--- config.mk ---
export PLATFORM = sky130hd
export DESIGN_NAME = packed_dna_sequence_compare_top
export DESIGN_NICKNAME = d
export VERILOG_FILES = /design/src/hw/rtl/pdsc_pkg.sv /design/src/hw/rtl/pdsc_lane.sv /design/src/hw/rtl/pdsc_merge.sv /design/src/hw/rtl/pdsc_result.sv /design/src/hw/rtl/packed_dna_sequence_compare_top.sv
export SDC_FILE = /design/constraint.sdc
export NUM_CORES = 1
export LEC_CHECK = 0
export ABC_AREA = 1
export BUFFER_PORTS_ARGS = -buffer_cell sky130_fd_sc_hd__buf_2
export CAP_MARGIN = 20
export CELL_PAD_IN_SITES_DETAIL_PLACEMENT = 0
export CELL_PAD_IN_SITES_GLOBAL_PLACEMENT = 1
export CORE_MARGIN = 5
export CORE_UTILIZATION = 30
export DETAILED_ROUTE_END_ITERATION = 8
export GPL_TIMING_DRIVEN = 0
export PLACE_DENSITY_LB_ADDON = 0.1
export SLEW_MARGIN = 30
export SYNTH_ARGS = -nofsm -noshare
export SYNTH_HDL_FRONTEND = slang
export SYNTH_SLANG_ARGS = --single-unit
--- constraint.sdc ---
create_clock -name clk -period 9.1 [get_ports clk]
set_input_delay 0.91 -clock clk [delete_from_list [all_inputs] [get_ports clk]]
set_output_delay 0.91 -clock clk [all_outputs]
set_load 0.03 [all_outputs]
--- src/hw/rtl/pdsc_pkg.sv ---
package pdsc_pkg;

	localparam int BASES_PER_CHUNK = 28;
	localparam int LENGTH_BITS     = 32;

	typedef enum logic [2:0] {
		OUT_FIRST_LESS    = 3'd0,
		OUT_FIRST_PREFIX  = 3'd1,
		OUT_EQUAL         = 3'd2,
		OUT_SECOND_PREFIX = 3'd3,
		OUT_SECOND_LESS   = 3'd4
	} outcome_t;

	typedef struct packed {
		logic [63:0] left_word;
		logic [1:0]  left_offset;
		logic        left_revcomp;
		logic [63:0] right_word;
		logic [1:0]  right_offset;
		logic        right_revcomp;
		logic [4:0]  valid_bases;
		logic [31:0] left_length;
		logic [31:0] right_length;
		logic        last_chunk;
	} in_item_t;

	typedef struct packed {
		outcome_t    outcome;
		logic [31:0] prefix_length;
	} out_item_t;

	// base lane of an aligned chunk, taken straight from the raw word
	// forward: group offset+lane from the top; reverse complement: inverted
	// group 28+offset-lane from the top
	function automatic logic [1:0] pick_base(input logic [63:0] word, input logic [1:0] off,
		input logic rc, input logic [4:0] lane);
		logic [31:0][1:0] grp;
		logic [4:0]       fwd;
		logic [4:0]       rev;
		grp = word;
		fwd = 5'd31 - lane - {3'd0, off};
		rev = 5'd3 + lane - {3'd0, off};
		return rc ? ~grp[rev] : grp[fwd];
	endfunction

endpackage

--- src/hw/rtl/pdsc_lane.sv ---
module pdsc_lane import pdsc_pkg::*; #(
	parameter int IDX = 0
) (
	input  logic [63:0] left_word,
	input  logic [1:0]  left_offset,
	input  logic        left_revcomp,
	input  logic [63:0] right_word,
	input  logic [1:0]  right_offset,
	input  logic        right_revcomp,
	output logic        eq,
	output logic        lt
);

	logic [1:0] x;
	logic [1:0] y;

	always_comb begin
		x  = pick_base(left_word, left_offset, left_revcomp, 5'(IDX));
		y  = pick_base(right_word, right_offset, right_revcomp, 5'(IDX));
		eq = (x == y);
		lt = (x < y);
	end

endmodule

--- src/hw/rtl/pdsc_merge.sv ---
module pdsc_merge import pdsc_pkg::*; #(
	parameter int BASES_PER_CHUNK = pdsc_pkg::BASES_PER_CHUNK,
	parameter int LENGTH_BITS     = pdsc_pkg::LENGTH_BITS,
	localparam int NW = $clog2(BASES_PER_CHUNK + 1)
) (
	input  logic                       clk,
	input  logic                       arst_n,
	input  logic [BASES_PER_CHUNK-1:0] eq_vec,
	input  logic [BASES_PER_CHUNK-1:0] lt_vec,
	input  logic [NW-1:0]              n,
	input  logic                       go,
	input  logic                       last,
	output logic                       decided_next,
	output logic                       less_next,
	output logic [LENGTH_BITS-1:0]     count_next
);

	logic                       decided_q;
	logic                       less_q;
	logic [LENGTH_BITS-1:0]     count_q;
	logic [BASES_PER_CHUNK-1:0] mism;
	logic [BASES_PER_CHUNK-1:0] first;
	logic [NW-1:0]              k;
	logic [NW-1:0]              add;
	logic                       found;
	logic                       less_here;
	logic [LENGTH_BITS:0]       sum;

	always_comb begin
		for (int i = 0; i < BASES_PER_CHUNK; i++) begin
			mism[i] = !eq_vec[i] && (NW'(i) < n);
		end
		// isolate the earliest mismatching base
		first     = mism & (~mism + (BASES_PER_CHUNK)'(1));
		found     = |mism;
		less_here = |(first & lt_vec);
		k         = '0;
		for (int i = 0; i < BASES_PER_CHUNK; i++) begin
			k = k | (first[i] ? NW'(i) : '0);
		end
		add = found ? k : n;
		sum = {1'b0, count_q} + (LENGTH_BITS + 1)'(add);
		if (decided_q) begin
			decided_next = 1'b1;
			less_next    = less_q;
			count_next   = count_q;
		end else begin
			decided_next = found;
			less_next    = less_here;
			count_next   = sum[LENGTH_BITS] ? '1 : sum[LENGTH_BITS-1:0];
		end
	end

	always_ff @(posedge clk or negedge arst_n) begin
		if (!arst_n) begin
			decided_q <= 1'b0;
			less_q    <= 1'b0;
			count_q   <= '0;
		end else if (go) begin
			if (last) begin
				decided_q <= 1'b0;
				less_q    <= 1'b0;
				count_q   <= '0;
			end else begin
				decided_q <= decided_next;
				less_q    <= less_next;
				count_q   <= count_next;
			end
		end
	end

endmodule

--- src/hw/rtl/pdsc_result.sv ---
module pdsc_result import pdsc_pkg::*; #(
	parameter int LENGTH_BITS = pdsc_pkg::LENGTH_BITS
) (
	input  logic                   clk,
	input  logic                   arst_n,
	input  logic                   valid,
	input  logic                   decided,
	input  logic                   less,
	input  logic [LENGTH_BITS-1:0] count,
	input  logic [LENGTH_BITS-1:0] minlen,
	input  outcome_t               len_code,
	input  logic                   len_zero,
	output logic                   take,
	output logic                   out_valid,
	input  logic                   out_ready,
	output out_item_t              out_data
);

	logic                    out_valid_q;
	out_item_t               out_data_q;
	outcome_t                res_code;
	logic [LENGTH_BITS-1:0]  pfx;
	logic [LENGTH_BITS+31:0] pfx_wide;
	logic                    below;

	assign take = !out_valid_q || out_ready;

	always_comb begin
		below = (count < minlen);
		if (len_zero) begin
			res_code = len_code;
			pfx      = '0;
		end else if (decided && below) begin
			res_code = less ? OUT_FIRST_LESS : OUT_SECOND_LESS;
			pfx      = count;
		end else begin
			res_code = len_code;
			pfx      = below ? count : minlen;
		end
		pfx_wide = {32'd0, pfx};
	end

	always_ff @(posedge clk or negedge arst_n) begin
		if (!arst_n) begin
			out_valid_q <= 1'b0;
		end else if (take) begin
			out_valid_q <= valid;
		end
	end

	always_ff @(posedge clk) begin
		if (take && valid) begin
			out_data_q.outcome       <= res_code;
			out_data_q.prefix_length <= pfx_wide[31:0];
		end
	end

	assign out_valid = out_valid_q;
	assign out_data  = out_data_q;

endmodule

--- src/hw/rtl/packed_dna_sequence_compare_top.sv ---
// Compares two 2-bit packed DNA sequences chunk by chunk, each side read
// forward or reverse complemented from its own offset, and on the item
// marked last_chunk gives one result: the ordering outcome and the length of
// the shared prefix. One item is accepted every clock while the output side
// keeps up; the result for a last item goes from the lane compares,
// registered on acceptance, through the merge into the running count and
// then the result register before it shows on out_valid. Items without
// last_chunk give no result and never wait for the output side.
module packed_dna_sequence_compare_top import pdsc_pkg::*; #(
	parameter int BASES_PER_CHUNK = pdsc_pkg::BASES_PER_CHUNK,
	parameter int LENGTH_BITS     = pdsc_pkg::LENGTH_BITS
) (
	input  logic      clk,
	input  logic      arst_n,
	input  logic      in_valid,
	output logic      in_ready,
	input  in_item_t  in_data,
	output logic      out_valid,
	input  logic      out_ready,
	output out_item_t out_data
);

	localparam int NW = $clog2(BASES_PER_CHUNK + 1);

	logic [BASES_PER_CHUNK-1:0] eq_vec;
	logic [BASES_PER_CHUNK-1:0] lt_vec;
	logic [NW-1:0]              n_clamp;
	logic [LENGTH_BITS+31:0]    ll_wide;
	logic [LENGTH_BITS+31:0]    rl_wide;
	logic [LENGTH_BITS-1:0]     ll;
	logic [LENGTH_BITS-1:0]     rl;
	outcome_t                   code_in;

	logic                       valid_s1;
	logic [BASES_PER_CHUNK-1:0] eq_s1;
	logic [BASES_PER_CHUNK-1:0] lt_s1;
	logic [NW-1:0]              n_s1;
	logic                       last_s1;
	logic [LENGTH_BITS-1:0]     minlen_s1;
	outcome_t                   code_s1;
	logic                       zero_s1;

	logic                       valid_s2;
	logic                       decided_s2;
	logic                       less_s2;
	logic [LENGTH_BITS-1:0]     count_s2;
	logic [LENGTH_BITS-1:0]     minlen_s2;
	outcome_t                   code_s2;
	logic                       zero_s2;

	logic                       decided_next;
	logic                       less_next;
	logic [LENGTH_BITS-1:0]     count_next;
	logic                       take_out;
	logic                       adv2;
	logic                       s1_go;
	logic                       in_fire;
	logic                       s2_load;

	for (genvar i = 0; i < BASES_PER_CHUNK; i++) begin : g_lane
		pdsc_lane #(
			.IDX(i)
		) u_lane (
			.left_word    (in_data.left_word),
			.left_offset  (in_data.left_offset),
			.left_revcomp (in_data.left_revcomp),
			.right_word   (in_data.right_word),
			.right_offset (in_data.right_offset),
			.right_revcomp(in_data.right_revcomp),
			.eq           (eq_vec[i]),
			.lt           (lt_vec[i])
		);
	end

	always_comb begin
		n_clamp = (in_data.valid_bases > 5'(BASES_PER_CHUNK)) ?
			NW'(BASES_PER_CHUNK) : NW'(in_data.valid_bases);
		ll_wide = {(LENGTH_BITS)'(0), in_data.left_length};
		rl_wide = {(LENGTH_BITS)'(0), in_data.right_length};
		ll      = ll_wide[LENGTH_BITS-1:0];
		rl      = rl_wide[LENGTH_BITS-1:0];
		if (ll == rl) begin
			code_in = OUT_EQUAL;
		end else if (ll < rl) begin
			code_in = OUT_FIRST_PREFIX;
		end else begin
			code_in = OUT_SECOND_PREFIX;
		end
	end

	// handshake: non-last items retire from s1 without needing s2
	assign adv2     = !valid_s2 || take_out;
	assign s1_go    = valid_s1 && (!last_s1 || adv2);
	assign in_ready = !valid_s1 || s1_go;
	assign in_fire  = in_valid && in_ready;
	assign s2_load  = s1_go && last_s1;

	always_ff @(posedge clk or negedge arst_n) begin
		if (!arst_n) begin
			valid_s1 <= 1'b0;
			valid_s2 <= 1'b0;
		end else begin
			if (in_fire) begin
				valid_s1 <= 1'b1;
			end else if (s1_go) begin
				valid_s1 <= 1'b0;
			end
			if (s2_load) begin
				valid_s2 <= 1'b1;
			end else if (adv2) begin
				valid_s2 <= 1'b0;
			end
		end
	end

	always_ff @(posedge clk) begin
		if (in_fire) begin
			eq_s1     <= eq_vec;
			lt_s1     <= lt_vec;
			n_s1      <= n_clamp;
			last_s1   <= in_data.last_chunk;
			minlen_s1 <= (ll < rl) ? ll : rl;
			code_s1   <= code_in;
			zero_s1   <= (ll == '0) || (rl == '0);
		end
		if (s2_load) begin
			decided_s2 <= decided_next;
			less_s2    <= less_next;
			count_s2   <= count_next;
			minlen_s2  <= minlen_s1;
			code_s2    <= code_s1;
			zero_s2    <= zero_s1;
		end
	end

	pdsc_merge #(
		.BASES_PER_CHUNK(BASES_PER_CHUNK),
		.LENGTH_BITS    (LENGTH_BITS)
	) u_merge (
		.clk         (clk),
		.arst_n      (arst_n),
		.eq_vec      (eq_s1),
		.lt_vec      (lt_s1),
		.n           (n_s1),
		.go          (s1_go),
		.last        (last_s1),
		.decided_next(decided_next),
		.less_next   (less_next),
		.count_next  (count_next)
	);

	pdsc_result #(
		.LENGTH_BITS(LENGTH_BITS)
	) u_result (
		.clk      (clk),
		.arst_n   (arst_n),
		.valid    (valid_s2),
		.decided  (decided_s2),
		.less     (less_s2),
		.count    (count_s2),
		.minlen   (minlen_s2),
		.len_code (code_s2),
		.len_zero (zero_s2),
		.take     (take_out),
		.out_valid(out_valid),
		.out_ready(out_ready),
		.out_data (out_data)
	);

	a_result_lands: assert property (@(posedge clk) disable iff (!arst_n)
		valid_s2 && take_out |=> out_valid)
		else $error("finished comparison did not reach the output register");

	a_ready_only_blocked_by_s1: assert property (@(posedge clk) disable iff (!arst_n)
		!in_ready |-> valid_s1 && last_s1 && valid_s2)
		else $error("input stalled with no item waiting");

	a_s2_holds: assert property (@(posedge clk) disable iff (!arst_n)
		valid_s2 && !take_out |=> valid_s2 && $stable(count_s2) && $stable(code_s2))
		else $error("stalled result lost or changed");

endmodule
Yosys cells after proc, flatten, opt, wreduce, memory -nomap -nowiden
Index checks and enable logic that the tools add are counted.
Widths: inputs -> output; s select.
- flip-flop bits (word level): 240
- bits in latches: 0
- RAM bits: 0
- memory bits (read-only): 0
- bits of input ports: 208
- output and inout port bits: 37
- word-level logic and storage cells: 606
- memories kept: 0
- add/subtract/negate cells: 60
- $mul: 0
- div/mod/pow operators: 0
- magnitude comparators: 117
- equality and inequality tests: 29
- shift operators: 0
- muxes and demuxes: 218
- bitwise logic cells: 85
- reduce and logical (&&, ||, !) cells: 76
- operators by type and width (operator ; number):
    $bmux 2 s5 ; 58
    $lt 5x6->1 const B ; 58
    $mux 2 ; 117
    $mux 32 ; 6
    $or 5x5->5 ; 26
    $not 2->2 ; 56
    $sub 4x2->5 const A ; 16
    $sub 5x2->5 const A ; 16
    $mux 5 ; 13
    $logic_not 32->1 ; 2
    $lt 32x32->1 ; 2
    $lt 5x5->1 const A ; 12
    $and 28x28->28 ; 2
    $eq 2x2->1 ; 28
    $lt 2x2->1 ; 28
    $reduce_or 28->1 ; 2
    $lt 4x5->1 const A ; 8
    $sub 4x3->5 const A ; 8
    $add 32x5->33 ; 1
    $logic_and 1x1->1 ; 33
    $eq 32x32->1 ; 1
    $logic_not 1->1 ; 32
    $mux 4 ; 8
    $sub 3x2->4 const A ; 8
    other kinds (14) ; 44

Logic depth before layout (Yosys ltp)
- word-level depth: 37
- mapped depth: 35
- mapped depth without buffers: 33

Modules after synthesis
Synthesis repeated with hierarchy kept, for this count alone.
- cells, all modules: 4996
- area, all modules: 30681.9 sq um
- modules (own cells, without submodules) (module ; instances ; cells an instance ; area an instance (sq um) ; sequential area each (sq um)):
    packed_dna_sequence_compare_top ; 1 ; 467 ; 6831.6 ; 5034.8
    pdsc_lane at g_lane[0].u_lane ... ; 11 ; 87 ; 421.7 ; 0.0
    pdsc_merge ; 1 ; 654 ; 3856.2 ; 850.8
    pdsc_lane at g_lane[11].u_lane ... ; 4 ; 172 ; 852.1 ; 0.0
    pdsc_lane at g_lane[17].u_lane ... ; 4 ; 172 ; 842.1 ; 0.0
    pdsc_result ; 1 ; 362 ; 2816.5 ; 1076.0
    pdsc_lane at g_lane[23].u_lane ... ; 2 ; 172 ; 859.6 ; 0.0
    pdsc_lane at g_lane[21].u_lane ... ; 2 ; 172 ; 833.3 ; 0.0
    pdsc_lane at g_lane[22].u_lane ... ; 2 ; 82 ; 392.9 ; 0.0
    pdsc_lane at g_lane[15].u_lane ; 1 ; 138 ; 683.2 ; 0.0
    pdsc_lane at g_lane[13].u_lane ; 1 ; 138 ; 679.4 ; 0.0
    pdsc_lane at g_lane[14].u_lane ; 1 ; 52 ; 229.0 ; 0.0

Least setup slack after synthesis
OpenSTA, ideal clock, no wires.
- path type: input to register
- start point: input out_ready
- end point: register code_s1[0] (enable)
- library setup time: 0.584 ns
- data arrival time: 5.952 ns
- required time: 8.516 ns
- slack: 2.564 ns
- stages: 5
- buffers on the path: 1
- cell sequence: nor2_1 nand3_1 nand2_1 clkbuf_1 a21oi_1
- longest elaborated chain between the ends: 6
- RTL lines (item ; RTL line ; RTL):
    start: declaration ; packed_dna_sequence_compare_top.sv:19 ; input logic out_ready,
    $logic_or 1x1->1 ; pdsc_result.sv:26 ; assign take = !out_valid_q || out_ready;
    $logic_or 1x1->1 ; packed_dna_sequence_compare_top.sv:92 ; assign adv2 = !valid_s2 || take_out;
    $logic_or 1x1->1 ; packed_dna_sequence_compare_top.sv:93 ; assign s1_go = valid_s1 && (!last_s1 || adv2);
    $logic_and 1x1->1 ; packed_dna_sequence_compare_top.sv:93 ;
    $logic_or 1x1->1 ; packed_dna_sequence_compare_top.sv:94 ; assign in_ready = !valid_s1 || s1_go;
    $logic_and 1x1->1 ; packed_dna_sequence_compare_top.sv:95 ; assign in_fire = in_valid && in_ready;
    net in_fire ; packed_dna_sequence_compare_top.sv:57 ; logic in_fire;
    end signal: assignment ; packed_dna_sequence_compare_top.sv:123 ; code_s1 <= code_in;
    end: declaration ; packed_dna_sequence_compare_top.sv:40 ; outcome_t code_s1;
The timed path passes the listed nets, and every way through them passes these cells.
A chain may end at the register's enable or synchronous reset.

Worst setup path after layout
- start point: register n_s1[0]
- end point: register u_merge.count_q[30]
- longest elaborated chain between the ends: 37
- elaborated cells on any way between the ends: 118
- RTL lines (item ; RTL line ; RTL):
    start: declaration ; packed_dna_sequence_compare_top.sv:37 ; logic [NW-1:0] n_s1;
    start signal: assignment ; packed_dna_sequence_compare_top.sv:120 ; n_s1 <= n_clamp;
    $lt 1x5->1 / $lt 2x5->1 (equally long branches) ; pdsc_merge.sv:31 ; mism[i] = !eq_vec[i] && (NW'(i) < n);
    $logic_and 1x1->1 ; pdsc_merge.sv:31 ;
    $not 28->28 ; pdsc_merge.sv:34 ; first = mism & (~mism + (BASES_PER_CHUNK)'(1));
    $add 28x1->28 ; pdsc_merge.sv:34 ;
    $and 28x28->28 ; pdsc_merge.sv:34 ;
    $mux 1 / $mux 2 (equally long branches) ; pdsc_merge.sv:39 ; k = k | (first[i] ? NW'(i) : '0);
    $or 5x5->5 (26 in series) ; pdsc_merge.sv:39 ;
    $mux 5 (*) ; pdsc_merge.sv:41 ; add = found ? k : n;
    $add 32x5->33 (*) ; pdsc_merge.sv:42 ; sum = {1'b0, count_q} + (LENGTH_BITS + 1)'(add);
    $mux 32 (*) ; pdsc_merge.sv:50 ; count_next = sum[LENGTH_BITS] ? '1 : sum[LENGTH_BITS-1:0];
    $mux 32 (*) ; pdsc_merge.sv:43 ; if (decided_q) begin
    net count_next[30] ; packed_dna_sequence_compare_top.sv:53 ; logic [LENGTH_BITS-1:0] count_next;
    $mux 32 (*) ; pdsc_merge.sv:60 ; if (last) begin
    end signal: assignment ; pdsc_merge.sv:67 ; count_q <= count_next;
    end: declaration ; pdsc_merge.sv:20 ; logic [LENGTH_BITS-1:0] count_q;
The timed path passes the listed nets; every way through them passes the cells marked *.

==> flow_summary.yaml <==
synth:
  yosys_warnings: 0
  synth_compound_area_share_pct: 16.03
  ys_async_sr_fraction_pct: 15.55
  synth_edf_count: 201
  yosysTopAreaCell: "edfxtp_1"
  ys_seq_area_share_pct: 37.89
  synth_area_leaders: "edfxtp_1 (33%), nand2_1 (14%), o21ai_0 (11%)"
  synth_mux_area_share_pct: 3.813
  dominantRegCellSynth: "edfxtp_1"
  synthCells: 2466
  synthAdderAreaFrac_pct: 8.825
  syn_area_um2: 18370
  avgSynthCellArea_um2: 7.451
  syn_nets: 2803
  ys_ff_latch: 238
  synth_top_family_by_area: "simple AND/OR/NAND/NOR gates"
  post-synth-top-area-fraction_pct: 32.85
  synth_cell_types: 54
  synth-xor-area-share_pct: 0.7627
  synth-simple-area-share_pct: 23.39
global_routing:
  grt_pass1_wl_mm: 107.0
  overflow: 0
  globalRouteTotalUtil_pct: 20.86
  grt_max_degree: 38
  grt_pass1_vias: 17154
  antenna_found_initial: 9
die:
  fp.dieH_um: 257.5
  core_um2: 60470
  start_util_pct: 30.38
  die-area_um2: 66300
  fp-row-count: 90
  pin_count: 245
  die_w_um: 257.5
clock_tree:
  path_clk_slew_ps: 70
  post_cts_buffers: 0
  tritoncts: "built"
  clk_path_buf_depth: 3
  cts_resized: 0
  root_buffer: "clkbuf_16"
  cts_buffers: 27
  htree_levels: 1
  clock_latency_ps: 560
  ctsHoldBuffers: 0
  cts_sinks: 238
placement:
  dp_cells: 3500
  gp_congestion: 0.9142
  place_area_um2: 20780
  io_buffers: 244
  hpwl_mm: 61.08
layout:
  fin_cells: 3552
  nets: 3084
  area_growth_pct: 18.23
  design_area_um2: 21720
  drive_gt1_share_pct: 12.68
setup_path:
  path_class: "flip-flop to flip-flop"
  cp-end-kind: "flip-flop"
  cpMaxStageDelayCell: "edfxtp_1"
  critPathMaxStageDelay_ps: 520
  critPathLaunchType: "flip-flop"
  critical_path_required_ps: 9570
  arrival_ps: 5300
  cp_max_fo: 10
  crit_top_cell: "nand2_1"
power_and_ir_drop:
  vdd_ir_drop_max_mv: 0.1332
  powerDensity_nw_per_um2: 158.4
  leakage_nw: 10.02
routing:
  dr.first_iter.drc_count: 1307
  avgRoutedWirePerCell_um: 20.43
  viasPerCell: 5.017
  vias: 17819
  ant_nets: 0
  wl_mm: 72.55
  first_pass_iters: 6
  drc: 0
sta:
  fin_skew_ps: 22.39
  setup_tns_ps: 0
  fin_crit_ps: 4825
  finalSetupViolCount: 0
  max_slew.worst_pin.slew_ps: 867.6
  relSlewSlack_pct: 41.55
  clock.fmax_ghz: 0.2072
  min_period_over_period_pct: 53.03
  rsz0062_at_grt: "false"
  finalHoldViolations: 0
  final-max-slew-violation-count: 0
flow_run:
  drv_cap: 0
status:
  status: "finished, final reports clean"
worst_hold_path:
  min_path_type: "primary input to asynchronous set/reset pin"
-- sequential cells by signal (all words and copies together), names as in the netlist, 5 cells and up --
name	flops
u_merge.count_q	32
lt_s1	28
count_s2	32
minlen_s1	32
minlen_s2	32
u_result.out_data	35
n_s1	5
eq_s1	28
-- critical path: cells and delay by family, from the launching register on --
| kind | cells | cell delay, ps |
|---|---|---|
| AO/OA/AOI/OAI | 4 | 620 |
| adder cells (fa/ha/maj) | 2 | 590 |
| buffers and inverters | 5 | 620 |
| flip-flops | 1 | 520 |
| AND/OR/NAND/NOR | 17 | 2380 |
-- placed cells by master (no fill, tap or decap), drive strengths merged, types with 113 or more instances in the layout --
master	count
o21ai	417
a21oi	118
inv	331
nand3	125
nor2	113
ha	128
clkbuf	124
buf	271
edfxtp	201
nand2	670
-- power breakdown --
group / switching [mW] / internal, mW / leakage (nW)
Clock: 0.473 / 0.668 / 0.455
Sequential: 0.0493 / 1.31 / 2.43
Combinational: 0.652 / 0.286 / 7.13
-- logic make-up after synthesis --
group / count (synthesis)
xor gates and xnor gates: 16
and+or+nand+nor: 1000
AOI/OAI and AO/OA: 569
adders and majority gates: 129
buffers and inverters: 444
muxes: 70
DFF: 238
-- metal layers --
layer  GRT usage, %  vias to the layer above  share of wire, %
li1               -                     8875                 -
met1          32.50                     8405                51
met2          31.26                      481                42
met3          2.706                       58               5.3
met4          3.486                        0               1.4
met5              0                        -                 0
-- per-stage QoR --
step	util [%]	total power [mW]	hold WS [ps]	worst slack, ps
2_1_floorplan	-	1.912	400.3	2564
3_3_place_gp	34.02	2.300	405.9	-36.64
3_5_place_dp	34.37	2.312	404.5	4164
4_1_cts	35.91	3.470	417.0	4312
5_1_grt	35.92	3.633	353.3	3795
6_report	35.92	3.440	331.8	4275
-- worst paths after layout --
kind	from	endpoint	slack, ps	cells past startpoint
worst min-delay path	arst_n	valid_s1	330	1
min in group clk	minlen_s1[24]	minlen_s2[24]	420	0
max in group asynchronous	arst_n	u_merge.count_q[5]	8380	1
worst max-delay path	n_s1[0]	u_merge.count_q[30]	4270	28
worst max register to register	n_s1[0]	u_merge.count_q[30]	4270	28
worst min register to register	minlen_s1[24]	minlen_s2[24]	420	0
-- area by class of cell --
class                      count  area (µm²)
clock inverter                22       254.0
buffer                       115       469.2
antenna                        2       5.005
tap                          782       978.4
inverter                     329        1240
fill                        6366       38750
multi-input combinational   1784        9724
sequential                   238        6962
clock buffer                  28       679.4
timing repair buffer         252        1411
-- cells in the mapped netlist, drive strengths merged, types with 19 or more instances --
library cell  count
o21ai           417
nand4            35
edfxtp          201
inv             325
nand2           670
a21oi           118
dfrtp            37
ha              128
nor2            113
clkbuf           96
nand3           125
buf              19
nor4             21
nor3             25
mux2i            70
No activity file was read; power rests on OpenSTA's default activity.
